<file path="config.mk">
export PLATFORM = sky130hd
export DESIGN_NAME = triangle_setup_backface_cull_top
export DESIGN_NICKNAME = d
export VERILOG_FILES = /design/src/rtl/tsbc_pkg.sv /design/src/rtl/triangle_setup_backface_cull_top.sv /design/src/rtl/tsbc_front.sv /design/src/rtl/tsbc_queue.sv /design/src/rtl/tsbc_div.sv /design/src/rtl/tsbc_back.sv
export SDC_FILE = /design/constraint.sdc
export NUM_CORES = 2
export LEC_CHECK = 0
export BUFFER_PORTS_ARGS = -buffer_cell sky130_fd_sc_hd__buf_4
export CORE_ASPECT_RATIO = 0.7
export CORE_MARGIN = 3
export CORE_UTILIZATION = 64
export CTS_CLUSTER_SIZE = 10
export DETAILED_ROUTE_END_ITERATION = 10
export PLACE_DENSITY = 0.81
export SLEW_MARGIN = 20
export SYNTH_ARGS = -nofsm -noshare
export SYNTH_HDL_FRONTEND = slang
export SYNTH_SLANG_ARGS = --single-unit
export TNS_END_PERCENT = 20
</file>
<file path="constraint.sdc">
create_clock -name clk -period 58.4 [get_ports clk]
set_clock_uncertainty 0.1 [all_clocks]
set_input_delay 5.84 -clock clk [delete_from_list [all_inputs] [get_ports clk]]
set_output_delay 5.84 -clock clk [all_outputs]
set_load 0.02 [all_outputs]
</file>
<file path="src/rtl/tsbc_pkg.sv">
// shared types and constants for the triangle setup and cull block
`default_nettype none
package tsbc_pkg;

	localparam int QUEUE_DEPTH = 2;
	localparam int DIV_NUM_W   = 28;
	localparam int DIV_DEN_W   = 14;

	localparam logic [1:0] CFG_WIDTH       = 2'd0;
	localparam logic [1:0] CFG_HEIGHT      = 2'd1;
	localparam logic [1:0] CFG_SUPERSAMPLE = 2'd2;

	localparam logic [1:0] CULL_CCW = 2'd1;
	localparam logic [1:0] CULL_CW  = 2'd2;

	localparam logic [12:0] WIDTH_RESET  = 13'd640;
	localparam logic [12:0] HEIGHT_RESET = 13'd480;

	typedef struct packed {
		logic signed [15:0] x;
		logic signed [15:0] y;
		logic signed [31:0] z;
		logic        [31:0] color;
		logic        [31:0] u;
		logic        [31:0] v;
	} vtx_t;

	typedef struct packed {
		vtx_t [3:0] vtx;
		logic       quad;
		logic [1:0] cull;
	} prim_t;

	typedef struct packed {
		logic [12:0] width;
		logic [12:0] height;
		logic        ss;
	} cfg_t;

endpackage
`default_nettype wire

</file>
<file path="src/rtl/triangle_setup_backface_cull_top.sv">
// top level of the triangle setup and back-face cull block
`default_nettype none
// Vertices are gathered one per transaction into a four-entry store; the
// last vertex of a primitive of three or four vertices queues the whole
// primitive and the gathering side goes on taking vertices while the queue
// has room. The setup side runs the winding test of each triangle through
// the difference, multiply and compare states, then maps each emitted vertex
// with the two one-bit-a-cycle dividers that scale x and y by the screen
// size (28 steps), between a start state and the output load.
// Configuration is always ready and should be written only while idle.
module triangle_setup_backface_cull_top
	import tsbc_pkg::*;
#(
	parameter int QDEPTH = QUEUE_DEPTH
) (
	input  wire logic               clk,
	input  wire logic               arst_n,
	input  wire logic               in_valid,
	output logic                    in_stall,
	input  wire logic signed [15:0] pos_x_in,
	input  wire logic signed [15:0] pos_y_in,
	input  wire logic signed [31:0] depth_in,
	input  wire logic        [31:0] argb,
	input  wire logic        [31:0] tex_u,
	input  wire logic        [31:0] tex_v,
	input  wire logic        [1:0]  cull_mode,
	input  wire logic               vertex_last,
	output logic                    out_valid,
	input  wire logic               out_stall,
	output logic signed [15:0]      ndc_x,
	output logic signed [15:0]      ndc_y,
	output logic        [15:0]      depth_out,
	output logic        [7:0]       red,
	output logic        [7:0]       green,
	output logic        [7:0]       blue,
	output logic        [7:0]       alpha,
	output logic        [31:0]      tex_u_out,
	output logic        [31:0]      tex_v_out,
	output logic                    run_last,
	input  wire logic               cfg_valid,
	output logic                    cfg_ready,
	input  wire logic        [1:0]  cfg_index,
	input  wire logic        [12:0] cfg_data
);

	cfg_t  cfg_q;
	logic  q_push, q_full, q_pop, q_empty;
	prim_t q_in, q_head;

	assign cfg_ready = 1'b1;

	always_ff @(posedge clk or negedge arst_n) begin
		if (!arst_n) begin
			cfg_q.width  <= WIDTH_RESET;
			cfg_q.height <= HEIGHT_RESET;
			cfg_q.ss     <= 1'b0;
		end else if (cfg_valid && cfg_ready) begin
			case (cfg_index)
				CFG_WIDTH:       cfg_q.width  <= cfg_data;
				CFG_HEIGHT:      cfg_q.height <= cfg_data;
				CFG_SUPERSAMPLE: cfg_q.ss     <= cfg_data[0];
				default: ;
			endcase
		end
	end

	tsbc_front u_front (
		.clk         (clk),
		.arst_n      (arst_n),
		.in_valid    (in_valid),
		.in_stall    (in_stall),
		.pos_x_in    (pos_x_in),
		.pos_y_in    (pos_y_in),
		.depth_in    (depth_in),
		.argb        (argb),
		.tex_u       (tex_u),
		.tex_v       (tex_v),
		.cull_mode   (cull_mode),
		.vertex_last (vertex_last),
		.push        (q_push),
		.push_data   (q_in),
		.full        (q_full)
	);

	tsbc_queue #(
		.DEPTH (QDEPTH)
	) u_queue (
		.clk       (clk),
		.arst_n    (arst_n),
		.push      (q_push),
		.push_data (q_in),
		.full      (q_full),
		.pop       (q_pop),
		.head      (q_head),
		.empty     (q_empty)
	);

	tsbc_back u_back (
		.clk       (clk),
		.arst_n    (arst_n),
		.cfg       (cfg_q),
		.q_valid   (~q_empty),
		.q_data    (q_head),
		.q_pop     (q_pop),
		.out_valid (out_valid),
		.out_stall (out_stall),
		.ndc_x     (ndc_x),
		.ndc_y     (ndc_y),
		.depth_out (depth_out),
		.red       (red),
		.green     (green),
		.blue      (blue),
		.alpha     (alpha),
		.tex_u_out (tex_u_out),
		.tex_v_out (tex_v_out),
		.run_last  (run_last)
	);

	// primitive queue never overruns or underruns
	assert property (@(posedge clk) disable iff (!arst_n) !(q_push && q_full))
		else $error("primitive pushed into full queue");
	assert property (@(posedge clk) disable iff (!arst_n) !(q_pop && q_empty))
		else $error("primitive popped from empty queue");
	// a stalled result holds until it is taken
	assert property (@(posedge clk) disable iff (!arst_n)
			out_valid && out_stall |=> out_valid && $stable(ndc_x) && $stable(run_last))
		else $error("stalled result changed");

endmodule
`default_nettype wire

</file>
<file path="src/rtl/tsbc_front.sv">
// vertex gathering: stores up to four vertices and queues complete primitives
`default_nettype none
module tsbc_front
	import tsbc_pkg::*;
(
	input  wire logic               clk,
	input  wire logic               arst_n,
	input  wire logic               in_valid,
	output logic                    in_stall,
	input  wire logic signed [15:0] pos_x_in,
	input  wire logic signed [15:0] pos_y_in,
	input  wire logic signed [31:0] depth_in,
	input  wire logic        [31:0] argb,
	input  wire logic        [31:0] tex_u,
	input  wire logic        [31:0] tex_v,
	input  wire logic        [1:0]  cull_mode,
	input  wire logic               vertex_last,
	output logic                    push,
	output prim_t                   push_data,
	input  wire logic               full
);

	logic [2:0] cnt_q;
	logic [2:0] cnt_next;
	vtx_t [3:0] store_q;
	vtx_t [3:0] merged;
	vtx_t       vin;
	logic       accept;

	assign in_stall = full;
	assign accept   = in_valid & ~full;

	always_comb begin
		vin.x     = pos_x_in;
		vin.y     = pos_y_in;
		vin.z     = depth_in;
		vin.color = argb;
		vin.u     = tex_u;
		vin.v     = tex_v;
		merged    = store_q;
		cnt_next  = cnt_q;
		// vertices past the fourth are dropped
		if (cnt_q < 3'd4) begin
			merged[cnt_q[1:0]] = vin;
			cnt_next           = cnt_q + 3'd1;
		end
	end

	assign push = accept & vertex_last & (cnt_next == 3'd3 || cnt_next == 3'd4);

	always_comb begin
		push_data.vtx  = merged;
		push_data.quad = (cnt_next == 3'd4);
		push_data.cull = cull_mode;
	end

	always_ff @(posedge clk) begin
		if (accept) begin
			store_q <= merged;
		end
	end

	always_ff @(posedge clk or negedge arst_n) begin
		if (!arst_n) begin
			cnt_q <= 3'd0;
		end else if (accept) begin
			cnt_q <= vertex_last ? 3'd0 : cnt_next;
		end
	end

endmodule
`default_nettype wire

</file>
<file path="src/rtl/tsbc_queue.sv">
// short primitive queue between gathering and setup
`default_nettype none
module tsbc_queue
	import tsbc_pkg::*;
#(
	parameter int DEPTH = QUEUE_DEPTH
) (
	input  wire logic  clk,
	input  wire logic  arst_n,
	input  wire logic  push,
	input  wire prim_t push_data,
	output logic       full,
	input  wire logic  pop,
	output prim_t      head,
	output logic       empty
);

	localparam int PW = (DEPTH > 1) ? $clog2(DEPTH) : 1;
	localparam int CW = $clog2(DEPTH + 1);

	prim_t         mem_q [DEPTH];
	logic [PW-1:0] wr_q;
	logic [PW-1:0] rd_q;
	logic [CW-1:0] count_q;

	assign full  = (count_q == CW'(DEPTH));
	assign empty = (count_q == '0);
	assign head  = mem_q[rd_q];

	always_ff @(posedge clk) begin
		if (push) begin
			mem_q[wr_q] <= push_data;
		end
	end

	always_ff @(posedge clk or negedge arst_n) begin
		if (!arst_n) begin
			wr_q    <= '0;
			rd_q    <= '0;
			count_q <= '0;
		end else begin
			if (push) begin
				wr_q <= (wr_q == PW'(DEPTH - 1)) ? '0 : wr_q + PW'(1);
			end
			if (pop) begin
				rd_q <= (rd_q == PW'(DEPTH - 1)) ? '0 : rd_q + PW'(1);
			end
			if (push && !pop) begin
				count_q <= count_q + CW'(1);
			end else if (pop && !push) begin
				count_q <= count_q - CW'(1);
			end
		end
	end

endmodule
`default_nettype wire

</file>
<file path="src/rtl/tsbc_div.sv">
// unsigned restoring divider, one quotient bit per cycle
`default_nettype none
module tsbc_div
	import tsbc_pkg::*;
(
	input  wire logic                 clk,
	input  wire logic                 arst_n,
	input  wire logic                 start,
	input  wire logic [DIV_NUM_W-1:0] num,
	input  wire logic [DIV_DEN_W-1:0] den,
	output logic                      done,
	output logic      [DIV_NUM_W-1:0] quo
);

	localparam int CW = $clog2(DIV_NUM_W);

	logic                 busy_q;
	logic                 done_q;
	logic [CW-1:0]        cnt_q;
	logic [DIV_DEN_W-1:0] rem_q;
	logic [DIV_NUM_W-1:0] quo_q;
	logic [DIV_DEN_W-1:0] den_q;
	logic [DIV_DEN_W:0]   trial;
	logic [DIV_DEN_W:0]   diff;
	logic                 ge;

	assign trial = {rem_q, quo_q[DIV_NUM_W-1]};
	assign ge    = (trial >= {1'b0, den_q});
	assign diff  = trial - {1'b0, den_q};
	assign done  = done_q;
	assign quo   = quo_q;

	always_ff @(posedge clk) begin
		if (start) begin
			quo_q <= num;
			rem_q <= '0;
			den_q <= den;
		end else if (busy_q) begin
			rem_q <= ge ? diff[DIV_DEN_W-1:0] : trial[DIV_DEN_W-1:0];
			quo_q <= {quo_q[DIV_NUM_W-2:0], ge};
		end
	end

	always_ff @(posedge clk or negedge arst_n) begin
		if (!arst_n) begin
			busy_q <= 1'b0;
			done_q <= 1'b0;
			cnt_q  <= '0;
		end else begin
			done_q <= 1'b0;
			if (start) begin
				busy_q <= 1'b1;
				cnt_q  <= '0;
			end else if (busy_q) begin
				cnt_q <= cnt_q + CW'(1);
				if (cnt_q == CW'(DIV_NUM_W - 1)) begin
					busy_q <= 1'b0;
					done_q <= 1'b1;
				end
			end
		end
	end

endmodule
`default_nettype wire

</file>
<file path="src/rtl/tsbc_back.sv">
// triangle setup: winding test, vertex mapping and output register
`default_nettype none
module tsbc_back
	import tsbc_pkg::*;
(
	input  wire logic         clk,
	input  wire logic         arst_n,
	input  wire cfg_t         cfg,
	input  wire logic         q_valid,
	input  wire prim_t        q_data,
	output logic              q_pop,
	output logic              out_valid,
	input  wire logic         out_stall,
	output logic signed [15:0] ndc_x,
	output logic signed [15:0] ndc_y,
	output logic        [15:0] depth_out,
	output logic        [7:0]  red,
	output logic        [7:0]  green,
	output logic        [7:0]  blue,
	output logic        [7:0]  alpha,
	output logic        [31:0] tex_u_out,
	output logic        [31:0] tex_v_out,
	output logic               run_last
);

	typedef enum logic [6:0] {
		ST_IDLE   = 7'b0000001,
		ST_DIFF   = 7'b0000010,
		ST_MUL    = 7'b0000100,
		ST_CMP    = 7'b0001000,
		ST_VSTART = 7'b0010000,
		ST_WAIT   = 7'b0100000,
		ST_EMIT   = 7'b1000000
	} state_t;

	state_t state_q;
	logic       tri_q;
	logic [1:0] vk_q;
	logic [1:0] keep_q;

	logic signed [16:0] e1_s1, e2_s1, e3_s1, e4_s1;
	logic signed [33:0] p1_s2, p2_s2;
	logic signed [34:0] area;
	logic               culled;
	logic               keep0, keep1;

	vtx_t va, vb, vc, vs;
	logic [1:0] idx;

	logic [12:0]          dw, dh;
	logic [DIV_DEN_W-1:0] den_x, den_y;
	logic signed [DIV_NUM_W:0] nx, ny;
	logic [DIV_NUM_W-1:0] mag_x, mag_y;
	logic                 div_start;
	logic                 done_x, done_y;
	logic [DIV_NUM_W-1:0] quo_x, quo_y;
	logic                 neg_x_q, neg_y_q;
	logic [15:0]          depth_q;
	logic [15:0]          depth_v;
	logic [33:0]          zprod;
	logic                 load;
	logic                 last_v;

	function automatic logic [DIV_NUM_W-1:0] floor_mag(input logic signed [DIV_NUM_W:0] n,
			input logic [DIV_DEN_W-1:0] den);
		logic signed [DIV_NUM_W:0] t;
		t = -n + $signed({{(DIV_NUM_W + 1 - DIV_DEN_W){1'b0}}, den}) - (DIV_NUM_W + 1)'(1);
		return n[DIV_NUM_W] ? t[DIV_NUM_W-1:0] : n[DIV_NUM_W-1:0];
	endfunction

	function automatic logic [15:0] to_ndc(input logic [DIV_NUM_W-1:0] q, input logic neg);
		logic signed [DIV_NUM_W+1:0] s;
		s = $signed({2'b00, q});
		if (neg) begin
			s = -s;
		end
		s = s - (DIV_NUM_W + 2)'(16384);
		if (s > (DIV_NUM_W + 2)'(32767)) begin
			return 16'h7fff;
		end else if (s < -(DIV_NUM_W + 2)'(32768)) begin
			return 16'h8000;
		end
		return s[15:0];
	endfunction

	// triangle 0-1-2 or 0-2-3
	always_comb begin
		va = q_data.vtx[0];
		vb = tri_q ? q_data.vtx[2] : q_data.vtx[1];
		vc = tri_q ? q_data.vtx[3] : q_data.vtx[2];
	end

	assign area = 35'(p1_s2) - 35'(p2_s2);

	always_comb begin
		case (q_data.cull)
			CULL_CCW: culled = area[34];
			CULL_CW:  culled = ~area[34] & (area != '0);
			default:  culled = 1'b0;
		endcase
	end

	assign keep0 = tri_q ? keep_q[0] : ~culled;
	assign keep1 = tri_q ? ~culled : 1'b0;

	always_comb begin
		if (!tri_q) begin
			idx = vk_q;
		end else begin
			idx = (vk_q == 2'd0) ? 2'd0 : vk_q + 2'd1;
		end
		vs = q_data.vtx[idx];
	end

	// zero size counts as one, the divisor is twice the size
	assign dw    = (cfg.width == '0) ? 13'd1 : cfg.width;
	assign dh    = (cfg.height == '0) ? 13'd1 : cfg.height;
	assign den_x = {dw, 1'b0};
	assign den_y = {dh, 1'b0};

	always_comb begin
		nx = cfg.ss ? ((DIV_NUM_W + 1)'(vs.x) <<< 11) : ((DIV_NUM_W + 1)'(vs.x) <<< 12);
		nx = nx + $signed({{(DIV_NUM_W - 12){1'b0}}, dw});
		ny = ((DIV_NUM_W + 1)'(vs.y) <<< 12) + $signed({{(DIV_NUM_W - 12){1'b0}}, dh});
		mag_x = floor_mag(nx, den_x);
		mag_y = floor_mag(ny, den_y);
	end

	assign zprod = vs.z[17:0] * 16'hffff;

	always_comb begin
		if (vs.z[31] || vs.z == '0) begin
			depth_v = 16'd0;
		end else if (vs.z >= 32'sd262144) begin
			depth_v = 16'hffff;
		end else begin
			depth_v = 16'((zprod + 34'd131072) >> 18);
		end
	end

	assign div_start = (state_q == ST_VSTART);

	tsbc_div u_div_x (
		.clk    (clk),
		.arst_n (arst_n),
		.start  (div_start),
		.num    (mag_x),
		.den    (den_x),
		.done   (done_x),
		.quo    (quo_x)
	);

	tsbc_div u_div_y (
		.clk    (clk),
		.arst_n (arst_n),
		.start  (div_start),
		.num    (mag_y),
		.den    (den_y),
		.done   (done_y),
		.quo    (quo_y)
	);

	assign load   = (state_q == ST_EMIT) & (~out_valid | ~out_stall);
	assign last_v = (vk_q == 2'd2) & (tri_q | ~keep_q[1]);

	always_comb begin
		q_pop = 1'b0;
		if (load && last_v) begin
			q_pop = 1'b1;
		end
		if (state_q == ST_CMP && !(tri_q == 1'b0 && q_data.quad) && !keep0 && !keep1) begin
			q_pop = 1'b1;
		end
	end

	always_ff @(posedge clk) begin
		if (state_q == ST_DIFF) begin
			e1_s1 <= 17'(vb.x) - 17'(va.x);
			e2_s1 <= 17'(vc.y) - 17'(va.y);
			e3_s1 <= 17'(vb.y) - 17'(va.y);
			e4_s1 <= 17'(vc.x) - 17'(va.x);
		end
		if (state_q == ST_MUL) begin
			p1_s2 <= e1_s1 * e2_s1;
			p2_s2 <= e3_s1 * e4_s1;
		end
		if (state_q == ST_VSTART) begin
			neg_x_q <= nx[DIV_NUM_W];
			neg_y_q <= ny[DIV_NUM_W];
			depth_q <= depth_v;
		end
		if (load) begin
			ndc_x     <= to_ndc(quo_x, neg_x_q);
			ndc_y     <= to_ndc(quo_y, neg_y_q);
			depth_out <= depth_q;
			alpha     <= vs.color[31:24];
			red       <= vs.color[23:16];
			green     <= vs.color[15:8];
			blue      <= vs.color[7:0];
			tex_u_out <= vs.u;
			tex_v_out <= vs.v;
			run_last  <= last_v;
		end
	end

	always_ff @(posedge clk or negedge arst_n) begin
		if (!arst_n) begin
			state_q   <= ST_IDLE;
			tri_q     <= 1'b0;
			vk_q      <= 2'd0;
			keep_q    <= 2'b00;
			out_valid <= 1'b0;
		end else begin
			if (load) begin
				out_valid <= 1'b1;
			end else if (!out_stall) begin
				out_valid <= 1'b0;
			end
			case (state_q)
				ST_IDLE: begin
					if (q_valid) begin
						tri_q   <= 1'b0;
						keep_q  <= 2'b00;
						state_q <= ST_DIFF;
					end
				end
				ST_DIFF: state_q <= ST_MUL;
				ST_MUL:  state_q <= ST_CMP;
				ST_CMP: begin
					keep_q[tri_q] <= ~culled;
					vk_q          <= 2'd0;
					if (!tri_q && q_data.quad) begin
						tri_q   <= 1'b1;
						state_q <= ST_DIFF;
					end else if (keep0) begin
						tri_q   <= 1'b0;
						state_q <= ST_VSTART;
					end else if (keep1) begin
						tri_q   <= 1'b1;
						state_q <= ST_VSTART;
					end else begin
						state_q <= ST_IDLE;
					end
				end
				ST_VSTART: state_q <= ST_WAIT;
				ST_WAIT: begin
					if (done_x && done_y) begin
						state_q <= ST_EMIT;
					end
				end
				ST_EMIT: begin
					if (load) begin
						if (vk_q != 2'd2) begin
							vk_q    <= vk_q + 2'd1;
							state_q <= ST_VSTART;
						end else if (!tri_q && keep_q[1]) begin
							tri_q   <= 1'b1;
							vk_q    <= 2'd0;
							state_q <= ST_VSTART;
						end else begin
							state_q <= ST_IDLE;
						end
					end
				end
				default: state_q <= ST_IDLE;
			endcase
		end
	end

endmodule
`default_nettype wire
</file>
==> impl_metrics.json <==
{
  "vias": 78000,
  "cts_buffer_depth": 4,
  "min_period_over_period_pct": 19.3,
  "synth-main-ff-cell": "edfxtp_1",
  "critPathCaptureType": "register",
  "final_common_cell": "edfxtp_1",
  "syn_area_sq_um": 132000,
  "synth_compound_area_share_pct": 4.58,
  "drv_cap": 0,
  "grt_setup_unrepaired": "false",
  "setup-violations-final": 0,
  "viasPerCell": 6.29,
  "seq_area_frac_synth_pct": 53.9,
  "hold_viol": 0,
  "async_reset_ff_share_pct": 2.55,
  "yosysWarnings": 0,
  "area_growth_pct": 9.75,
  "criticalPathCategory": "register to register",
  "grt_first_pass_wirelength_mm": 477,
  "place_congestion": 0.901,
  "synth_edf_count": 2307,
  "critPathLaunchType": "register",
  "hold_class": "register to register",
  "port_buffers": 329,
  "fillCellCount": 12800,
  "crit_slowest_cell": "buf_4",
  "avgSynthCellArea_sq_um": 14.3,
  "start_util_pct": 64.5,
  "dieArea_sq_um": 212000,
  "rows": 139,
  "post_cts_resize_count": 0,
  "hold-worst-slack_ps": 319,
  "reg2reg_slack_ps": 47140,
  "synth_top_family_by_area": "adder cells",
  "grt_pass1_vias": 80500,
  "path_clk_slew_ps": 60,
  "cts_tree": "built",
  "reg2regPathDepth": 30,
  "slew-limit-headroom_pct": 26.2,
  "slew_violations": 0,
  "die_h_um": 387,
  "min_path_cells": 0,
  "crit_fanout": 63,
  "layout_min_cycle_time_ps": 11260,
  "drive_above_1_share_pct": 19.5,
  "clockRootBuffer": "clkbuf_16",
  "crit_start": "u_back.vk_q[0]",
  "yosysUniqueCellTypes": 105,
  "antenna_found_initial": 32,
  "worstMarginPinSlew_ps": 1080,
  "yosys.area_share.simple_pct": 6.38,
  "track_usage_pct": 28.9,
  "grt_max_degree": 173,
  "clkLatencyLatePin_ps": 830,
  "crit_required_ps": 58800,
  "num_io_pins": 331,
  "drcViolationCount": 0,
  "fmaxAchievable_ghz": 0.0888,
  "grt-ovfl-total": 0,
  "cts_setup_buffers": 0,
  "die_x_um": 550,
  "run_status": "complete, no violations",
  "firstDrtPassIters": 6,
  "dp_hpwl_mm": 203,
  "cts_max_level": 5,
  "final_cell_mix": "edfxtp_1 (2307), inv_1 (1052), mux2_2 (771)",
  "hold_buffers": 0,
  "worstSetupEndpoint": "u_back.depth_q[14]",
  "reg2reg_from": "u_back.vk_q[0]",
  "cts_buffers": 285,
  "max_stage_delay_ps": 860,
  "core_area_sq_um": 205000,
  "ant_nets": 0,
  "syn_nets": 10700,
  "yosys.area_share.adder_pct": 15.7,
  "post_drt_wl_per_cell_um": 24.6,
  "r2r_end": "u_back.depth_q[14]",
  "synth.mux.area_fraction_pct": 13.2,
  "drt_iter0_drc": 8226,
  "arrival_ps": 11660,
  "synth-xor-area-share_pct": 1.99,
  "syn_inst": 9258,
  "ys_seq_elements": 2396,
  "layout.nets": 11000,
  "drt_wl_total_mm": 306,
  "cts_num_sinks": 2396,
  "fin_tns_setup_ps": 0
}
[worst min-delay path by stage]
stage,from,to,slack (ps)
3_3_place_gp,u_back.depth_q[5],u_back.depth_out[5],300
6_report,u_back.depth_q[12],u_back.depth_out[12],320
4_1_cts,u_back.depth_q[12],u_back.depth_out[12],320
3_5_place_dp,u_back.depth_q[12],u_back.depth_out[12],310
5_1_grt,u_back.depth_q[12],u_back.depth_out[12],320
2_1_floorplan,u_back.depth_q[0],u_back.depth_out[0],300
[state kept, by name, summed over array words and instances, names as in the netlist, 13 cells and up]
register,flops
u_back.u_div_x.den_q,13
u_back.ndc_x,16
u_front.store_q,640
u_back.p2_s2,34
u_back.ndc_y,16
u_back.depth_out,16
u_back.tex_u_out,32
u_back.e4_s1,17
u_back.e3_s1,17
u_back.p1_s2,34
u_back.e1_s1,17
u_queue.mem_q,1286
u_back.tex_v_out,32
u_back.depth_q,16
u_back.u_div_y.rem_q,14
u_back.u_div_x.rem_q,14
u_back.u_div_y.quo,28
u_back.u_div_y.den_q,13
cfg_q,27
u_back.e2_s1,17
u_back.u_div_x.quo,28
[worst max-delay path: cells and delay by family, from the launching register on]
| kind | cells | cell delay (ps) |
|---|---|---|
| adder cells (fa/ha/maj) | 8 | 3600 |
| buffers and inverters | 8 | 2450 |
| AO/OA/AOI/OAI | 9 | 2340 |
| AND/OR/NAND/NOR | 2 | 460 |
| multiplexers | 3 | 1490 |
| flip-flops | 1 | 420 |
[routing by layer]
| layer | global-route usage [%] | wire length (um) | up-vias | part of all wire [%] |
|---|---|---|---|---|
| met5 | 0 | 100 | - | 0.033 |
| met3 | 6.35 | 28400 | 472 | 9.3 |
| met2 | 43.5 | 141000 | 3659 | 46 |
| met4 | 7.30 | 6360 | 14 | 2.1 |
| met1 | 43.4 | 130000 | 40000 | 43 |
| li1 | - | - | 33900 | - |
[cell usage after synthesis (17+ instances only)]
cell,number,area (sq um)
or2_2,18,113
buf_1,20,75.1
o31ai_1,37,278
or4_1,17,128
nand3_1,83,415
a211oi_1,43,323
and3_1,32,200
xnor2_1,193,1690
nand4_1,45,282
fa_1,746,14900
a21oi_1,232,1160
nor2b_1,45,282
a21o_1,68,510
o21ai_0,222,1110
nor2_1,314,1180
nand2_1,593,2230
xor2_1,108,946
inv_1,1053,3950
dfxtp_1,28,561
clkbuf_1,293,1100
mux4_2,302,6800
and2_1,264,1650
a2111oi_0,17,149
o21a_1,25,188
nor4_1,37,231
mux2i_1,202,2020
or3_1,26,163
nand2b_1,58,363
o21bai_1,23,173
nand3b_1,19,143
o211ai_1,23,173
nor3_1,79,395
edfxtp_1,2307,69300
dfrtp_1,54,1350
buf_2,50,250
a31oi_1,46,288
ha_1,465,5820
mux2_2,772,8690
a21boi_0,34,255
[cell families (layout without fill, tap and decap cells)]
logic type | count (synthesis) | count (layout)
multiplexers | 1277 | 1277
XOR/XNOR | 301 | 301
buffers and inverters | 1443 | 1816
other | 1 | 22
flip-flops | 2396 | 2396
AND/OR/NAND/NOR | 1698 | 1698
AO/OA/AOI/OAI | 931 | 931
adder cells (fa/ha/maj) | 1211 | 1211
[final cells by class]
cell class	count	area [sq um]	area share [%]
diodes	21	52.6	0.0362
clock buffers	328	7400	5.09
clock inverters	27	374	0.257
inverters	1055	3960	2.73
multi-input cells	5419	55600	38.2
flip-flops and latches	2396	71400	49.1
well taps	2749	3440	2.37
repair buffers	406	3160	2.18
[through the flow]
stage / utilization [%] / std cells / area (sq um) / setup slack, ps
after floorplan: - / 9258 / 132000 / 3800
after global placement: 66.9 / 12000 / 137000 / 47100
after detailed placement: 66.9 / 12000 / 137000 / 47050
after CTS: 70.7 / 12400 / 145000 / 47190
after global routing: 70.7 / 12400 / 145000 / 46570
final: 70.8 / 12400 / 145000 / 47140
Power is left out: the tool's default activity adds up to more than one toggle a clock period on the data nets, which glitch-free logic cannot reach.
